--- src/hdl/centroid_track_association_unit_assert.svh ---
// Assertion macros for the centroid tracker RTL.
// Included by cta_datapath, which carries concurrent checks; no other dependencies.
`ifndef CENTROID_TRACK_ASSOCIATION_UNIT_ASSERT_SVH
`define CENTROID_TRACK_ASSOCIATION_UNIT_ASSERT_SVH

// Same-cycle implication, disabled while reset is held.
`define CTA_ASSERT_IMPL(label, clk, rstn, ante, cons, msg) \
    label: assert property (@(posedge clk) disable iff (!rstn) (ante) |-> (cons)) \
        else $error(msg);

// Next-cycle implication, disabled while reset is held.
`define CTA_ASSERT_NEXT(label, clk, rstn, ante, cons, msg) \
    label: assert property (@(posedge clk) disable iff (!rstn) (ante) |=> (cons)) \
        else $error(msg);

`endif

--- src/hdl/cta_pkg.sv ---
// Shared types, codes and widths for the centroid tracker.
// Used by cta_ctrl, cta_datapath and the top level; depends on nothing.
`timescale 1ns / 1ps

package cta_pkg;

    // Default build sizes.
    localparam int DEF_MAX_TRACKS = 16;
    localparam int DEF_COORD_BITS = 12;

    // Fixed field widths.
    localparam int OP_W   = 2;
    localparam int QK_W   = 2;
    localparam int STAT_W = 2;
    localparam int ID_W   = 16;
    localparam int AREA_W = 24;
    localparam int HOLD_W = 9;
    localparam int MD_W   = 12;
    localparam int MT_W   = 5;
    localparam int HF_W   = 8;
    localparam int ADDR_W = 4;
    localparam int DATA_W = 32;

    // Opcodes of an input word.
    localparam logic [OP_W-1:0] OP_BEGIN  = 2'd0;
    localparam logic [OP_W-1:0] OP_REGION = 2'd1;
    localparam logic [OP_W-1:0] OP_END    = 2'd2;

    // Query kinds at end of frame.
    localparam logic [QK_W-1:0] QK_MIN_ID   = 2'd1;
    localparam logic [QK_W-1:0] QK_MAX_AREA = 2'd2;

    // Result status codes.
    localparam logic [STAT_W-1:0] STAT_ACK   = 2'd0;
    localparam logic [STAT_W-1:0] STAT_MATCH = 2'd1;
    localparam logic [STAT_W-1:0] STAT_NEW   = 2'd2;
    localparam logic [STAT_W-1:0] STAT_FULL  = 2'd3;

    // Register indexes (byte address bits 3:2).
    localparam logic [1:0] REG_MAX_DIST   = 2'd0;
    localparam logic [1:0] REG_MAX_TRACKS = 2'd1;
    localparam logic [1:0] REG_HOLD       = 2'd2;

    // Register reset values.
    localparam logic [MD_W-1:0] RST_MAX_DIST   = 12'd100;
    localparam logic [MT_W-1:0] RST_MAX_TRACKS = 5'd16;
    localparam logic [HF_W-1:0] RST_HOLD       = 8'd5;

    // Hold counter floor: minus one in two's complement.
    localparam logic [HOLD_W-1:0] HOLD_FLOOR = 9'h1FF;

    // Controller states.
    typedef enum logic [2:0] {
        ST_IDLE,
        ST_SCAN,
        ST_DRAIN,
        ST_COMMIT,
        ST_FINISH
    } ctrl_state_t;

    // Commands from controller to datapath.
    typedef struct packed {
        logic load;
        logic issue;
        logic commit;
        logic out_load;
    } dp_cmd_t;

    // Status from datapath to controller.
    typedef struct packed {
        logic scan_done;
        logic pipe_empty;
        logic out_free;
    } dp_stat_t;

endpackage

--- src/hdl/cta_ctrl.sv ---
// Sequencing state machine for the centroid tracker.
// Depends on cta_pkg; drives the command struct of cta_datapath.
`timescale 1ns / 1ps

module cta_ctrl import cta_pkg::*; (
    input  logic     aclk,
    input  logic     aresetn,
    input  logic     s_valid,
    output logic     s_ready,
    input  dp_stat_t stat,
    output dp_cmd_t  cmd
);

    ctrl_state_t state_reg;
    ctrl_state_t state_next;

    // State register.
    always_ff @(posedge aclk) begin
        if (!aresetn) begin
            state_reg <= ST_IDLE;
        end else begin
            state_reg <= state_next;
        end
    end

    // Next-state logic.
    always_comb begin
        state_next = state_reg;
        case (state_reg)
            ST_IDLE: begin
                if (s_valid) state_next = ST_SCAN;
            end
            ST_SCAN: begin
                if (stat.scan_done) state_next = ST_DRAIN;
            end
            ST_DRAIN: begin
                if (stat.pipe_empty) state_next = ST_COMMIT;
            end
            ST_COMMIT: begin
                state_next = ST_FINISH;
            end
            ST_FINISH: begin
                if (stat.out_free) state_next = ST_IDLE;
            end
            default: begin
                state_next = ST_IDLE;
            end
        endcase
    end

    // Command outputs. No word is taken while reset is held.
    always_comb begin
        s_ready      = 1'b0;
        cmd.load     = 1'b0;
        cmd.issue    = 1'b0;
        cmd.commit   = 1'b0;
        cmd.out_load = 1'b0;
        case (state_reg)
            ST_IDLE: begin
                s_ready  = aresetn;
                cmd.load = s_valid && aresetn;
            end
            ST_SCAN: begin
                cmd.issue = !stat.scan_done;
            end
            ST_DRAIN: begin
            end
            ST_COMMIT: begin
                cmd.commit = 1'b1;
            end
            ST_FINISH: begin
                cmd.out_load = stat.out_free;
            end
            default: begin
            end
        endcase
    end

endmodule

--- src/hdl/cta_datapath.sv ---
// Track table memory, distance pipeline, compaction, query and result register.
// Depends on cta_pkg and the assertion macro header; commanded by cta_ctrl.
`timescale 1ns / 1ps
`include "centroid_track_association_unit_assert.svh"

module cta_datapath import cta_pkg::*; #(
    parameter int MAX_TRACKS = DEF_MAX_TRACKS,
    parameter int COORD_BITS = DEF_COORD_BITS,
    localparam int CNT_W = $clog2(MAX_TRACKS + 1)
) (
    input  logic                  aclk,
    input  logic                  aresetn,
    input  dp_cmd_t               cmd,
    output dp_stat_t              stat,
    input  logic [MD_W-1:0]       match_radius,
    input  logic [MT_W-1:0]       max_tracks,
    input  logic [HF_W-1:0]       hold_frames,
    input  logic [OP_W-1:0]       s_opcode,
    input  logic [COORD_BITS-1:0] s_pos_x,
    input  logic [COORD_BITS-1:0] s_pos_y,
    input  logic [AREA_W-1:0]     s_area,
    input  logic [QK_W-1:0]       s_query_kind,
    input  logic                  m_ready,
    output logic                  m_valid,
    output logic [STAT_W-1:0]     m_status,
    output logic [ID_W-1:0]       m_track_id,
    output logic [COORD_BITS-1:0] m_out_x,
    output logic [COORD_BITS-1:0] m_out_y,
    output logic [CNT_W-1:0]      m_track_count
);

    localparam int IDX_W  = (MAX_TRACKS > 1) ? $clog2(MAX_TRACKS) : 1;
    localparam int SQ_W   = 2 * COORD_BITS;
    localparam int DIST_W = (SQ_W + 1 > 2 * MD_W) ? SQ_W + 1 : 2 * MD_W;

    // Captured input word.
    logic [OP_W-1:0]       op_reg;
    logic [COORD_BITS-1:0] px_reg;
    logic [COORD_BITS-1:0] py_reg;
    logic [AREA_W-1:0]     area_reg;
    logic [QK_W-1:0]       qk_reg;

    // Table occupancy and id allocation.
    logic [CNT_W-1:0] live_reg, live_next;
    logic [ID_W-1:0]  next_id_reg, next_id_next;
    logic [CNT_W-1:0] rd_idx_reg;
    logic [IDX_W-1:0] rd_addr;
    logic             room;

    // Track table memory.
    logic [ID_W-1:0]       mem_id   [MAX_TRACKS];
    logic [COORD_BITS-1:0] mem_x    [MAX_TRACKS];
    logic [COORD_BITS-1:0] mem_y    [MAX_TRACKS];
    logic [AREA_W-1:0]     mem_area [MAX_TRACKS];
    logic [HOLD_W-1:0]     mem_hold [MAX_TRACKS];

    // Registered read port.
    logic                  v1_reg;
    logic [IDX_W-1:0]      i1_reg;
    logic [ID_W-1:0]       rd_id_reg;
    logic [COORD_BITS-1:0] rd_x_reg;
    logic [COORD_BITS-1:0] rd_y_reg;
    logic [AREA_W-1:0]     rd_area_reg;
    logic [HOLD_W-1:0]     rd_hold_reg;

    // Write port.
    logic                  we;
    logic [IDX_W-1:0]      waddr;
    logic [ID_W-1:0]       w_id;
    logic [COORD_BITS-1:0] w_x;
    logic [COORD_BITS-1:0] w_y;
    logic [AREA_W-1:0]     w_area;
    logic [HOLD_W-1:0]     w_hold;

    // Distance pipeline.
    logic                  v2_reg, v3_reg;
    logic [IDX_W-1:0]      i2_reg, i3_reg;
    logic [ID_W-1:0]       id2_reg, id3_reg;
    logic [COORD_BITS-1:0] dx_reg, dy_reg;
    logic [SQ_W-1:0]       sqx_reg, sqy_reg;
    logic [DIST_W-1:0]     sq_sum;
    logic [2*MD_W-1:0]     md_sq;
    logic [DIST_W-1:0]     best_reg;
    logic                  found_reg;
    logic [IDX_W-1:0]      best_idx_reg;
    logic [ID_W-1:0]       best_id_reg;

    // Compaction and query.
    logic                  keep;
    logic                  q_take;
    logic [CNT_W-1:0]      wr_ptr_reg;
    logic                  q_have_reg;
    logic [AREA_W-1:0]     q_key_reg;
    logic [COORD_BITS-1:0] ox_reg, oy_reg;

    // Pending result fields.
    logic [STAT_W-1:0] res_status_reg;
    logic [ID_W-1:0]   res_tid_reg;

    // Output register.
    logic                  m_valid_reg;
    logic [STAT_W-1:0]     m_status_reg;
    logic [ID_W-1:0]       m_tid_reg;
    logic [COORD_BITS-1:0] m_x_reg, m_y_reg;
    logic [CNT_W-1:0]      m_count_reg;

    assign rd_addr = rd_idx_reg[IDX_W-1:0];
    assign room    = (live_reg < CNT_W'(MAX_TRACKS)) && (8'(live_reg) < 8'(max_tracks));
    assign keep    = !rd_hold_reg[HOLD_W-1];
    assign md_sq   = (2*MD_W)'(match_radius) * (2*MD_W)'(match_radius);
    assign sq_sum  = DIST_W'(sqx_reg) + DIST_W'(sqy_reg);

    assign stat.scan_done  = (rd_idx_reg == live_reg);
    assign stat.pipe_empty = !v1_reg && !v2_reg && !v3_reg;
    assign stat.out_free   = !m_valid_reg || m_ready;

    // Capture the input word and step the scan address.
    always_ff @(posedge aclk) begin
        if (cmd.load) begin
            op_reg     <= s_opcode;
            px_reg     <= s_pos_x;
            py_reg     <= s_pos_y;
            area_reg   <= s_area;
            qk_reg     <= s_query_kind;
            rd_idx_reg <= '0;
        end else if (cmd.issue) begin
            rd_idx_reg <= rd_idx_reg + CNT_W'(1);
        end
    end

    // Memory read port, one entry per cycle.
    always_ff @(posedge aclk) begin
        if (cmd.issue) begin
            rd_id_reg   <= mem_id[rd_addr];
            rd_x_reg    <= mem_x[rd_addr];
            rd_y_reg    <= mem_y[rd_addr];
            rd_area_reg <= mem_area[rd_addr];
            rd_hold_reg <= mem_hold[rd_addr];
        end
        i1_reg <= rd_addr;
    end

    // Write-port selection: ageing, compaction or the region update.
    always_comb begin
        we     = 1'b0;
        waddr  = i1_reg;
        w_id   = rd_id_reg;
        w_x    = rd_x_reg;
        w_y    = rd_y_reg;
        w_area = rd_area_reg;
        w_hold = rd_hold_reg;
        if (v1_reg && op_reg == OP_BEGIN) begin
            we     = (rd_hold_reg != HOLD_FLOOR);
            w_hold = rd_hold_reg - HOLD_W'(1);
        end else if (v1_reg && op_reg == OP_END) begin
            we    = keep;
            waddr = wr_ptr_reg[IDX_W-1:0];
        end else if (cmd.commit && op_reg == OP_REGION) begin
            w_x    = px_reg;
            w_y    = py_reg;
            w_area = area_reg;
            w_hold = HOLD_W'(hold_frames);
            if (found_reg) begin
                we    = 1'b1;
                waddr = best_idx_reg;
                w_id  = best_id_reg;
            end else begin
                we    = room;
                waddr = live_reg[IDX_W-1:0];
                w_id  = next_id_reg;
            end
        end
    end

    // Memory write port.
    always_ff @(posedge aclk) begin
        if (we) begin
            mem_id[waddr]   <= w_id;
            mem_x[waddr]    <= w_x;
            mem_y[waddr]    <= w_y;
            mem_area[waddr] <= w_area;
            mem_hold[waddr] <= w_hold;
        end
    end

    // Pipeline valid flags.
    always_ff @(posedge aclk) begin
        if (!aresetn) begin
            v1_reg <= 1'b0;
            v2_reg <= 1'b0;
            v3_reg <= 1'b0;
        end else begin
            v1_reg <= cmd.issue;
            v2_reg <= v1_reg && (op_reg == OP_REGION);
            v3_reg <= v2_reg;
        end
    end

    // Absolute differences, then squares.
    always_ff @(posedge aclk) begin
        dx_reg  <= (rd_x_reg > px_reg) ? rd_x_reg - px_reg : px_reg - rd_x_reg;
        dy_reg  <= (rd_y_reg > py_reg) ? rd_y_reg - py_reg : py_reg - rd_y_reg;
        i2_reg  <= i1_reg;
        id2_reg <= rd_id_reg;
        sqx_reg <= SQ_W'(dx_reg) * SQ_W'(dx_reg);
        sqy_reg <= SQ_W'(dy_reg) * SQ_W'(dy_reg);
        i3_reg  <= i2_reg;
        id3_reg <= id2_reg;
    end

    // Nearest-track search; strict compare keeps the earliest track on a tie.
    always_ff @(posedge aclk) begin
        if (cmd.load) begin
            best_reg     <= DIST_W'(md_sq);
            found_reg    <= 1'b0;
            best_idx_reg <= '0;
            best_id_reg  <= '0;
        end else if (v3_reg && sq_sum < best_reg) begin
            best_reg     <= sq_sum;
            found_reg    <= 1'b1;
            best_idx_reg <= i3_reg;
            best_id_reg  <= id3_reg;
        end
    end

    // Query candidate test on a surviving track.
    always_comb begin
        q_take = 1'b0;
        if (qk_reg == QK_MIN_ID) begin
            q_take = !q_have_reg || (rd_id_reg < q_key_reg[ID_W-1:0]);
        end else if (qk_reg == QK_MAX_AREA) begin
            q_take = (rd_area_reg > q_key_reg);
        end
    end

    // Compaction pointer and query answer, both in one pass over the table.
    always_ff @(posedge aclk) begin
        if (cmd.load) begin
            wr_ptr_reg <= '0;
            q_have_reg <= 1'b0;
            q_key_reg  <= '0;
            ox_reg     <= '0;
            oy_reg     <= '0;
        end else if (v1_reg && op_reg == OP_END && keep) begin
            wr_ptr_reg <= wr_ptr_reg + CNT_W'(1);
            if (q_take) begin
                q_have_reg <= 1'b1;
                q_key_reg  <= (qk_reg == QK_MIN_ID) ? AREA_W'(rd_id_reg) : rd_area_reg;
                ox_reg     <= rd_x_reg;
                oy_reg     <= rd_y_reg;
            end
        end
    end

    // Occupancy and id counter updates at commit.
    always_comb begin
        live_next    = live_reg;
        next_id_next = next_id_reg;
        if (cmd.commit) begin
            if (op_reg == OP_REGION && !found_reg && room) begin
                live_next    = live_reg + CNT_W'(1);
                next_id_next = next_id_reg + ID_W'(1);
            end else if (op_reg == OP_END) begin
                live_next = wr_ptr_reg;
            end
        end
    end

    always_ff @(posedge aclk) begin
        if (!aresetn) begin
            live_reg    <= '0;
            next_id_reg <= '0;
        end else begin
            live_reg    <= live_next;
            next_id_reg <= next_id_next;
        end
    end

    // Status and id of the word being finished.
    always_ff @(posedge aclk) begin
        if (cmd.commit) begin
            if (op_reg == OP_REGION && found_reg) begin
                res_status_reg <= STAT_MATCH;
                res_tid_reg    <= best_id_reg;
            end else if (op_reg == OP_REGION && room) begin
                res_status_reg <= STAT_NEW;
                res_tid_reg    <= next_id_reg;
            end else if (op_reg == OP_REGION) begin
                res_status_reg <= STAT_FULL;
                res_tid_reg    <= '0;
            end else begin
                res_status_reg <= STAT_ACK;
                res_tid_reg    <= '0;
            end
        end
    end

    // Output register; holds a finished word until it is taken.
    always_ff @(posedge aclk) begin
        if (!aresetn) begin
            m_valid_reg <= 1'b0;
        end else if (cmd.out_load) begin
            m_valid_reg <= 1'b1;
        end else if (m_ready) begin
            m_valid_reg <= 1'b0;
        end
    end

    always_ff @(posedge aclk) begin
        if (cmd.out_load) begin
            m_status_reg <= res_status_reg;
            m_tid_reg    <= res_tid_reg;
            m_x_reg      <= ox_reg;
            m_y_reg      <= oy_reg;
            m_count_reg  <= live_reg;
        end
    end

    assign m_valid       = m_valid_reg;
    assign m_status      = m_status_reg;
    assign m_track_id    = m_tid_reg;
    assign m_out_x       = m_x_reg;
    assign m_out_y       = m_y_reg;
    assign m_track_count = m_count_reg;

    // Checks on scan, compaction and result hand-over.
    `CTA_ASSERT_IMPL(a_issue_in_table, aclk, aresetn, cmd.issue, rd_idx_reg < live_reg, "read beyond live tracks")
    `CTA_ASSERT_IMPL(a_compact_behind, aclk, aresetn, v1_reg && op_reg == OP_END, wr_ptr_reg <= CNT_W'(i1_reg), "compaction write passed read")
    `CTA_ASSERT_NEXT(a_live_bounded, aclk, aresetn, cmd.commit, live_reg <= CNT_W'(MAX_TRACKS), "live count above table size")
    `CTA_ASSERT_IMPL(a_no_overwrite, aclk, aresetn, cmd.out_load, !m_valid_reg || m_ready, "result overwritten before taken")

endmodule

--- src/hdl/centroid_track_association_unit.sv ---
// Top level of the nearest-neighbour centroid tracker: register port and wiring.
// Depends on cta_pkg, cta_ctrl and cta_datapath.
//
//  Channel | Direction | Handshake         | Carries
//  s_      | in        | s_valid/s_ready   | opcode, position, area, query kind
//  m_      | out       | m_valid/m_ready   | status, track id, answer position, count
//  APB     | in        | psel/penable      | match radius, track limit, hold frames
//
// One word at a time. After acceptance a region word has its result made valid in these
// steps: one read of the track memory per table entry, a scan-end check, a drain of the
// distance pipeline, a commit and the result load. Other words skip two pipeline stages.
// The next word is taken once the result has been loaded into the output register.
// Reset (aresetn low, synchronous) empties the table and restores register defaults.
// A new word is accepted while an earlier result still waits; m_ready low only
// holds the next result back at its final step.
`timescale 1ns / 1ps

module centroid_track_association_unit import cta_pkg::*; #(
    parameter int MAX_TRACKS = DEF_MAX_TRACKS,
    parameter int COORD_BITS = DEF_COORD_BITS,
    localparam int CNT_W = $clog2(MAX_TRACKS + 1)
) (
    input  logic                  aclk,
    input  logic                  aresetn,
    // register port
    input  logic                  psel,
    input  logic                  penable,
    input  logic                  pwrite,
    input  logic [ADDR_W-1:0]     paddr,
    input  logic [DATA_W-1:0]     pwdata,
    output logic [DATA_W-1:0]     prdata,
    output logic                  pready,
    // input words
    input  logic                  s_valid,
    output logic                  s_ready,
    input  logic [OP_W-1:0]       s_opcode,
    input  logic [COORD_BITS-1:0] s_pos_x,
    input  logic [COORD_BITS-1:0] s_pos_y,
    input  logic [AREA_W-1:0]     s_area,
    input  logic [QK_W-1:0]       s_query_kind,
    // result words
    output logic                  m_valid,
    input  logic                  m_ready,
    output logic [STAT_W-1:0]     m_status,
    output logic [ID_W-1:0]       m_track_id,
    output logic [COORD_BITS-1:0] m_out_x,
    output logic [COORD_BITS-1:0] m_out_y,
    output logic [CNT_W-1:0]      m_track_count
);

    logic [MD_W-1:0] match_radius_reg;
    logic [MT_W-1:0] max_tracks_reg;
    logic [HF_W-1:0] hold_frames_reg;
    logic            cfg_write;
    logic [1:0]      reg_sel;
    dp_cmd_t         cmd;
    dp_stat_t        stat;

    assign pready    = 1'b1;
    assign cfg_write = psel && penable && pwrite && pready;
    assign reg_sel   = paddr[3:2];

    // Configuration register writes.
    always_ff @(posedge aclk) begin
        if (!aresetn) begin
            match_radius_reg <= RST_MAX_DIST;
            max_tracks_reg   <= RST_MAX_TRACKS;
            hold_frames_reg  <= RST_HOLD;
        end else if (cfg_write) begin
            case (reg_sel)
                REG_MAX_DIST:   match_radius_reg <= pwdata[MD_W-1:0];
                REG_MAX_TRACKS: max_tracks_reg   <= pwdata[MT_W-1:0];
                REG_HOLD:       hold_frames_reg  <= pwdata[HF_W-1:0];
                default: begin
                end
            endcase
        end
    end

    // Register read-back.
    always_comb begin
        case (reg_sel)
            REG_MAX_DIST:   prdata = DATA_W'(match_radius_reg);
            REG_MAX_TRACKS: prdata = DATA_W'(max_tracks_reg);
            REG_HOLD:       prdata = DATA_W'(hold_frames_reg);
            default:        prdata = '0;
        endcase
    end

    // Sequencer.
    cta_ctrl u_ctrl (
        .aclk    (aclk),
        .aresetn (aresetn),
        .s_valid (s_valid),
        .s_ready (s_ready),
        .stat    (stat),
        .cmd     (cmd)
    );

    // Track table and arithmetic.
    cta_datapath #(
        .MAX_TRACKS (MAX_TRACKS),
        .COORD_BITS (COORD_BITS)
    ) u_datapath (
        .aclk          (aclk),
        .aresetn       (aresetn),
        .cmd           (cmd),
        .stat          (stat),
        .match_radius  (match_radius_reg),
        .max_tracks    (max_tracks_reg),
        .hold_frames   (hold_frames_reg),
        .s_opcode      (s_opcode),
        .s_pos_x       (s_pos_x),
        .s_pos_y       (s_pos_y),
        .s_area        (s_area),
        .s_query_kind  (s_query_kind),
        .m_ready       (m_ready),
        .m_valid       (m_valid),
        .m_status      (m_status),
        .m_track_id    (m_track_id),
        .m_out_x       (m_out_x),
        .m_out_y       (m_out_y),
        .m_track_count (m_track_count)
    );

endmodule
--- config.mk ---
export PLATFORM = sky130hd
export DESIGN_NAME = centroid_track_association_unit
export DESIGN_NICKNAME = d
export VERILOG_FILES = /design/src/hdl/cta_pkg.sv /design/src/hdl/cta_ctrl.sv /design/src/hdl/cta_datapath.sv /design/src/hdl/centroid_track_association_unit.sv
export VERILOG_INCLUDE_DIRS = /design/src /design/src/hdl
export SDC_FILE = /design/constraint.sdc
export NUM_CORES = 2
export LEC_CHECK = 0
export BUFFER_PORTS_ARGS = -buffer_cell sky130_fd_sc_hd__buf_2
export CORE_MARGIN = 3
export CORE_UTILIZATION = 50
export CTS_CLUSTER_DIAMETER = 100
export CTS_CLUSTER_SIZE = 8
export DETAILED_ROUTE_END_ITERATION = 7
export GPL_TIMING_DRIVEN = 0
export PLACE_DENSITY = 0.72
export SYNTH_ARGS = -nofsm -noshare
export SYNTH_HDL_FRONTEND = slang
export SYNTH_SLANG_ARGS = --single-unit
--- constraint.sdc ---
create_clock -name aclk -period 9.7 [get_ports aclk]
set_input_delay 1.94 -clock aclk [delete_from_list [all_inputs] [get_ports aclk]]
set_output_delay 1.94 -clock aclk [all_outputs]
set_load 0.05 [all_outputs]
Yosys cells after proc, flatten, opt, wreduce, memory -nomap -nowiden

Memories as Yosys holds them, arrays and structs flattened. A register that Yosys moved wholly into a read port is not among the register bits.
Index checks and enable logic that the tools add are counted.

Memory bits (writable): 1168
Memories kept: 5
Input bits: 95
Logic and storage cells: 174
Bits in registers: 391

Memories:

| name                | words | bits a word | read ports | clocked after memory_dff | wr ports | RTL line           | source |
|---|---|---|---|---|---|---|---|
| u_datapath.mem_area | 16    | 24          | 1          | 1                        | 1        | cta_datapath.sv:54 | `logic [AREA_W-1:0] mem_area [MAX_TRACKS];` |
| u_datapath.mem_id   | 16    | 16          | 1          | 1                        | 1        | cta_datapath.sv:51 | `logic [ID_W-1:0] mem_id [MAX_TRACKS];` |
| u_datapath.mem_x    | 16    | 12          | 1          | 1                        | 1        | cta_datapath.sv:52 | `logic [COORD_BITS-1:0] mem_x [MAX_TRACKS];` |
| u_datapath.mem_y    | 16    | 12          | 1          | 1                        | 1        | cta_datapath.sv:53 | `logic [COORD_BITS-1:0] mem_y [MAX_TRACKS];` |
| u_datapath.mem_hold | 16    | 9           | 1          | 1                        | 1        | cta_datapath.sv:55 | `logic [HOLD_W-1:0] mem_hold [MAX_TRACKS];` |

Multipliers: 3
Equality and inequality tests: 16
$add $sub $neg: 10
Mux-type cells: 52
$lt $le $gt $ge: 7
Reductions and logical operators: 39

Operator list:

| operator                                         | count |
|---|---|
| two-way mux 24 bit                               | 6 |
| two-way mux 12 bit                               | 8 |
| two-way mux 16 bit                               | 6 |
| multiplier 12 x 12 -> 24 bit                     | 3 |
| subtractor 12 bit                                | 4 |
| case mux 12 bit (3 select lines)                 | 1 |
| two-way mux 9 bit                                | 3 |
| adder 24 x 24 -> 25 bit                          | 1 |
| less-than comparator 25 bit                      | 1 |
| > comparator 12 bit                              | 2 |
| > comparator 24 bit                              | 1 |
| adder 16 x 1 -> 16 bit, second input constant    | 1 |
| logical AND 1 bit                                | 16 |
| less-than comparator 16 bit                      | 1 |
| two-way mux 4 bit                                | 4 |
| adder 5 x 1 -> 5 bit, second input constant      | 3 |
| two-way mux 1 bit                                | 15 |
| case mux 3 bit (5 select lines)                  | 1 |
| two-way mux 3 bit                                | 4 |
| AND reduction 2 bit                              | 6 |
| two-way mux 5 bit                                | 2 |
| != test 9 bit, second input constant             | 1 |
| subtractor 9 x 1 -> 9 bit, second input constant | 1 |
| zero test 1 bit                                  | 8 |
| other kinds (16)                                 | 28 |

Longest topological paths before layout

Depth in word-level cells: 8
Mapped depth: 23

Hierarchy

Synthesis repeated with hierarchy kept, for this count alone.

Cell total of the unflattened synthesis: 4977
Area total of the unflattened synthesis: 76661.0 µm²

By module, submodules not included:

| module                          | instances | seq. area each (µm²) | area an instance (µm²) | cells an instance |
|---|---|---|---|---|
| cta_datapath                    | 1         | 45904.0              | 75073.3                | 4798 |
| centroid_track_association_unit | 1         | 500.5                | 1348.8                 | 156 |
| cta_ctrl                        | 1         | 60.1                 | 239.0                  | 23 |

Least setup slack after synthesis

OpenSTA, ideal clock, no wires.

Kind: register to register
Start point: reg u_datapath.live_reg[1]
End point: mem u_datapath.mem_area[11][0] (enable)
Data arrival time: 6.773 ns
Clock period less this slack: 7.367 ns
Buffers on the path: 0
Required time: 9.106 ns
Stages on the path, launching flop included: 9
Setup time: 0.594 ns
Path slack: 2.333 ns
Path through: dfxtp_1 -> ha_1 -> a21o_1 -> a21o_1 -> a21oi_1 -> o21ai_0 -> a21oi_1 -> o21ai_0 -> nor3_1

Longest elaborated chain between the ends: 8

RTL lines:

| what                                    | RTL line            | source |
|---|---|---|
| start: declaration                      | cta_datapath.sv:44  | `logic [CNT_W-1:0] live_reg, live_next;` |
| start signal: assignment                | cta_datapath.sv:274 | `live_reg <= live_next;` |
| less-than comparator 5 bit              | cta_datapath.sv:108 | `assign room = (live_reg < CNT_W'(MAX_TRACKS)) && (8'(live_reg) < 8'(max_tracks));` |
| logical AND 1 bit                       | cta_datapath.sv:108 |  |
| two-way mux 1 bit                       | cta_datapath.sv:163 | `if (found_reg) begin` |
| two-way mux 1 bit                       | cta_datapath.sv:158 | `end else if (cmd.commit && op_reg == OP_REGION) begin` |
| two-way mux 1 bit                       | cta_datapath.sv:155 | `end else if (v1_reg && op_reg == OP_END) begin` |
| two-way mux 1 bit                       | cta_datapath.sv:152 | `if (v1_reg && op_reg == OP_BEGIN) begin` |
| two-way mux 1 bit                       | cta_datapath.sv:177 | `if (we) begin` |
| two-way mux 1 bit (implied by the code) | cta_datapath.sv:181 | `mem_area[waddr] <= w_area;` |
| end: declaration                        | cta_datapath.sv:54  |  |

Parallel ways exist; a longest one is shown, timed or not.

Worst setup path after layout

Start point: reg u_datapath.dx_reg[3]
End point: reg u_datapath.sqx_reg[23]

Longest elaborated chain between the ends: 1

RTL lines:

| what                         | RTL line            | source |
|---|---|---|
| start: declaration           | cta_datapath.sv:79  | `logic [COORD_BITS-1:0] dx_reg, dy_reg;` |
| start signal: assignment     | cta_datapath.sv:201 | `dx_reg <= (rd_x_reg > px_reg) ? rd_x_reg - px_reg : px_reg - rd_x_reg;` |
| multiplier 12 x 12 -> 24 bit | cta_datapath.sv:205 | `sqx_reg <= SQ_W'(dx_reg) * SQ_W'(dx_reg);` |
| end signal: assignment       | cta_datapath.sv:205 |  |
| end: declaration             | cta_datapath.sv:80  | `logic [SQ_W-1:0] sqx_reg, sqy_reg;` |

Every way passes these cells.
A chain may end at the register's enable or synchronous reset.

==> impl_metrics.py <==
metrics = {
    "cts": {
        "h-tree-depth": 4,
        "cts.sinks": 1630,
        "cts_tree": "yes",
        "cts_buffers": 222,
        "hold_buffers": 0,
        "clock_latency_ps": 860,
        "post_cts_buffers": 0,
        "ctsResizeCount": 0,
        "root_buffer": "clkbuf_16",
        "clkTransAtPathRegs_ps": 60,
        "clockBufferDepth": 3,
    },
    "drt": {
        "first_pass_iters": 8,
        "vias": 45840,
        "drc": 0,
        "routed_wl_mm": 202.5,
        "ant_nets": 0,
        "avgViaCountPerCell": 5.949,
        "drt_iter0_drc": 5214,
        "detail_route.wl_per_cell_um": 26.29,
    },
    "placement": {
        "placed_cells": 7323,
        "routabilityCongestion": 0.9111,
        "hpwlAfterDp_mm": 134.4,
        "io_buffers": 131,
    },
    "global_route": {
        "globalRouteOverflowTotal": 0,
        "antenna_found_initial": 1,
        "grt_pass1_wl_mm": 301.2,
        "grt_max_degree": 46,
        "grt_pass1_vias": 47220,
        "track_usage": 0.2588,
    },
    "logic_synthesis": {
        "synthAdderAreaFrac": 0.1143,
        "synth_area_um2": 76620,
        "synth_top_family_by_area": "multiplexers",
        "synth-seq-cells": 1630,
        "synth_compound_area_frac": 0.04664,
        "yosysSeqAreaShare": 0.6064,
        "synth_mux_area_frac": 0.1194,
        "yosys_warnings": 0,
        "synth_xor_area_frac": 0.01486,
        "synth_edf_count": 1382,
        "syn_inst": 5037,
        "syn_area_per_cell_um2": 15.21,
        "synth-async-reset-ratio": 0,
        "ys.flop_type": "edfxtp_1",
        "netlist-cell-type-count": 83,
        "yosys.area_share.simple": 0.06006,
    },
    "cells_and_area": {
        "drive_gt1_frac": 0.1659,
        "largestRegisters": "u_datapath.mem_area x384, u_datapath.mem_id x256",
        "top_register": "u_datapath.mem_area",
        "area_delta_synth_final_pct": 15.15,
        "layout.nets": 6171,
        "ff_latch_area_um2": 46460,
        "multiInputGateArea_um2": 27440,
        "fin_util": 0.5802,
        "layout_commonest_cell": "edfxtp_1",
        "fillers": 11330,
        "mostFrequentLayoutCells": "edfxtp_1, inv_1, mux4_2",
        "fin_cells": 7705,
        "largest_reg_flops": 384,
    },
    "floorplan": {
        "design.core.area_um2": 152100,
        "io_pins": 177,
        "die_y_um": 397.5,
        "die_area_um2": 158000,
        "initial_core_util": 0.5038,
        "die_w_um": 397.5,
        "rows": 143,
    },
    "timing": {
        "min_period_ps": 6078,
        "slew_headroom": 0.01994,
        "min_period_over_period": 0.6266,
        "finalSetupViolCount": 0,
        "hold_ws_ps": 322.5,
        "worstMarginPinSlew_ps": 1470,
        "max_freq_mhz": 164.5,
        "rsz0062_at_grt": "no",
        "fin_skew_ps": 94.88,
        "slew_violations": 0,
        "finalHoldViolations": 0,
    },
    "hold_path": {
        "hp-class": "reg2reg",
    },
    "setup_path": {
        "critPathCaptureType": "register",
        "worst_setup_path_start_kind": "register",
        "crit_arrival_ps": 6780,
        "path_max_fanout": 10,
        "worstSetupPathType": "reg2reg",
        "required_ps": 10400,
    },
    "job": {
        "drv_cap": 0,
    },
    "status": {
        "status": "finished, final reports clean",
    },
}
stage by stage:
step                      TNS (ps)  worst slack (ps)  cell area, µm²
after floorplan                  0              2333           76700
after global placement    -2734370             -5489           79890
after detailed placement         0              3506           81720
after CTS                        0              3510           88200
after global routing             0              3218           88220
final                            0              3622           88230
critical path, cell delays in order (launching register included):
cell       delay, ps
dfxtp_1          450
clkbuf_1         430
nand2_1          180
inv_1            100
fa_1             430
fa_1             530
inv_1             60
fa_1             530
inv_1             50
fa_1             470
inv_1             50
fa_1             470
inv_1             40
ha_1             210
or4_1            480
o21a_1           220
a41o_1           340
a2111oi_0        420
o21bai_1         130
a21oi_1          190
xnor2_1          210
kinds of logic after synthesis:
family,after synthesis
AOI/OAI and AO/OA,566
xor gates and xnor gates,130
adders and majority gates,557
buffers and inverters,757
DFF,1630
muxes,456
other,2
and+or+nand+nor,939
layer usage:
layer / global-route usage / wire length, µm / vias to the layer above
li1: - / - / 19490
met1: 0.3299 / 74480 / 23210
met2: 0.4271 / 99170 / 2577
met3: 0.06103 / 19720 / 556
met4: 0.1082 / 9169 / 0
met5: 0 / 0 / -
cells in the mapped netlist (13+ instances only):
cell	count	area share
a21oi_1	167	0.011
o21ai_0	156	0.010
fa_1	238	0.062
nor3_1	51	0.0033
edfxtp_1	1382	0.54
mux2i_1	79	0.010
a211oi_1	27	0.0026
clkbuf_1	156	0.0076
xor2_1	45	0.0051
nor2_1	150	0.0073
o21bai_1	14	0.0014
inv_1	527	0.026
nand4_1	38	0.0031
a21o_1	56	0.0055
mux4_2	365	0.11
dfxtp_1	248	0.065
a21boi_0	21	0.0021
o211ai_1	13	0.0013
xnor2_1	85	0.0097
nand2b_1	19	0.0016
nor2b_1	47	0.0038
ha_1	319	0.052
and2_1	151	0.012
nand3_1	96	0.0063
buf_1	42	0.0021
nand2_1	319	0.016
buf_4	22	0.0022
o21a_1	23	0.0023
a22o_1	17	0.0019
worst paths after layout:
| path | from | end | slack, ps | depth (start not counted) |
|---|---|---|---|---|
| setup reg to reg | u_datapath.dx_reg[3]$_DFF_P_ | u_datapath.sqx_reg[23]$_DFF_P_ | 3620 | 20 |
| setup / recovery | u_datapath.dx_reg[3]$_DFF_P_ | u_datapath.sqx_reg[23]$_DFF_P_ | 3620 | 20 |
| hold reg to reg | u_datapath.id2_reg[13]$_DFF_P_ | u_datapath.id3_reg[13]$_DFF_P_ | 320 | 0 |
| hold / removal | u_datapath.id2_reg[13]$_DFF_P_ | u_datapath.id3_reg[13]$_DFF_P_ | 320 | 0 |
layout make-up:
cell class,count,area share
multi-input combinational,2669,0.3110
sequential,1630,0.5266
inverter,527,0.02242
buffer,230,0.01092
antenna,3,0.00008508
clock inverter,16,0.004339
clock buffer,361,0.06912
tap,2030,0.02879
timing repair buffer,239,0.02674
Power is not shown: default switching activity piles up to over one toggle a cycle in this logic, so the estimate is an artifact.
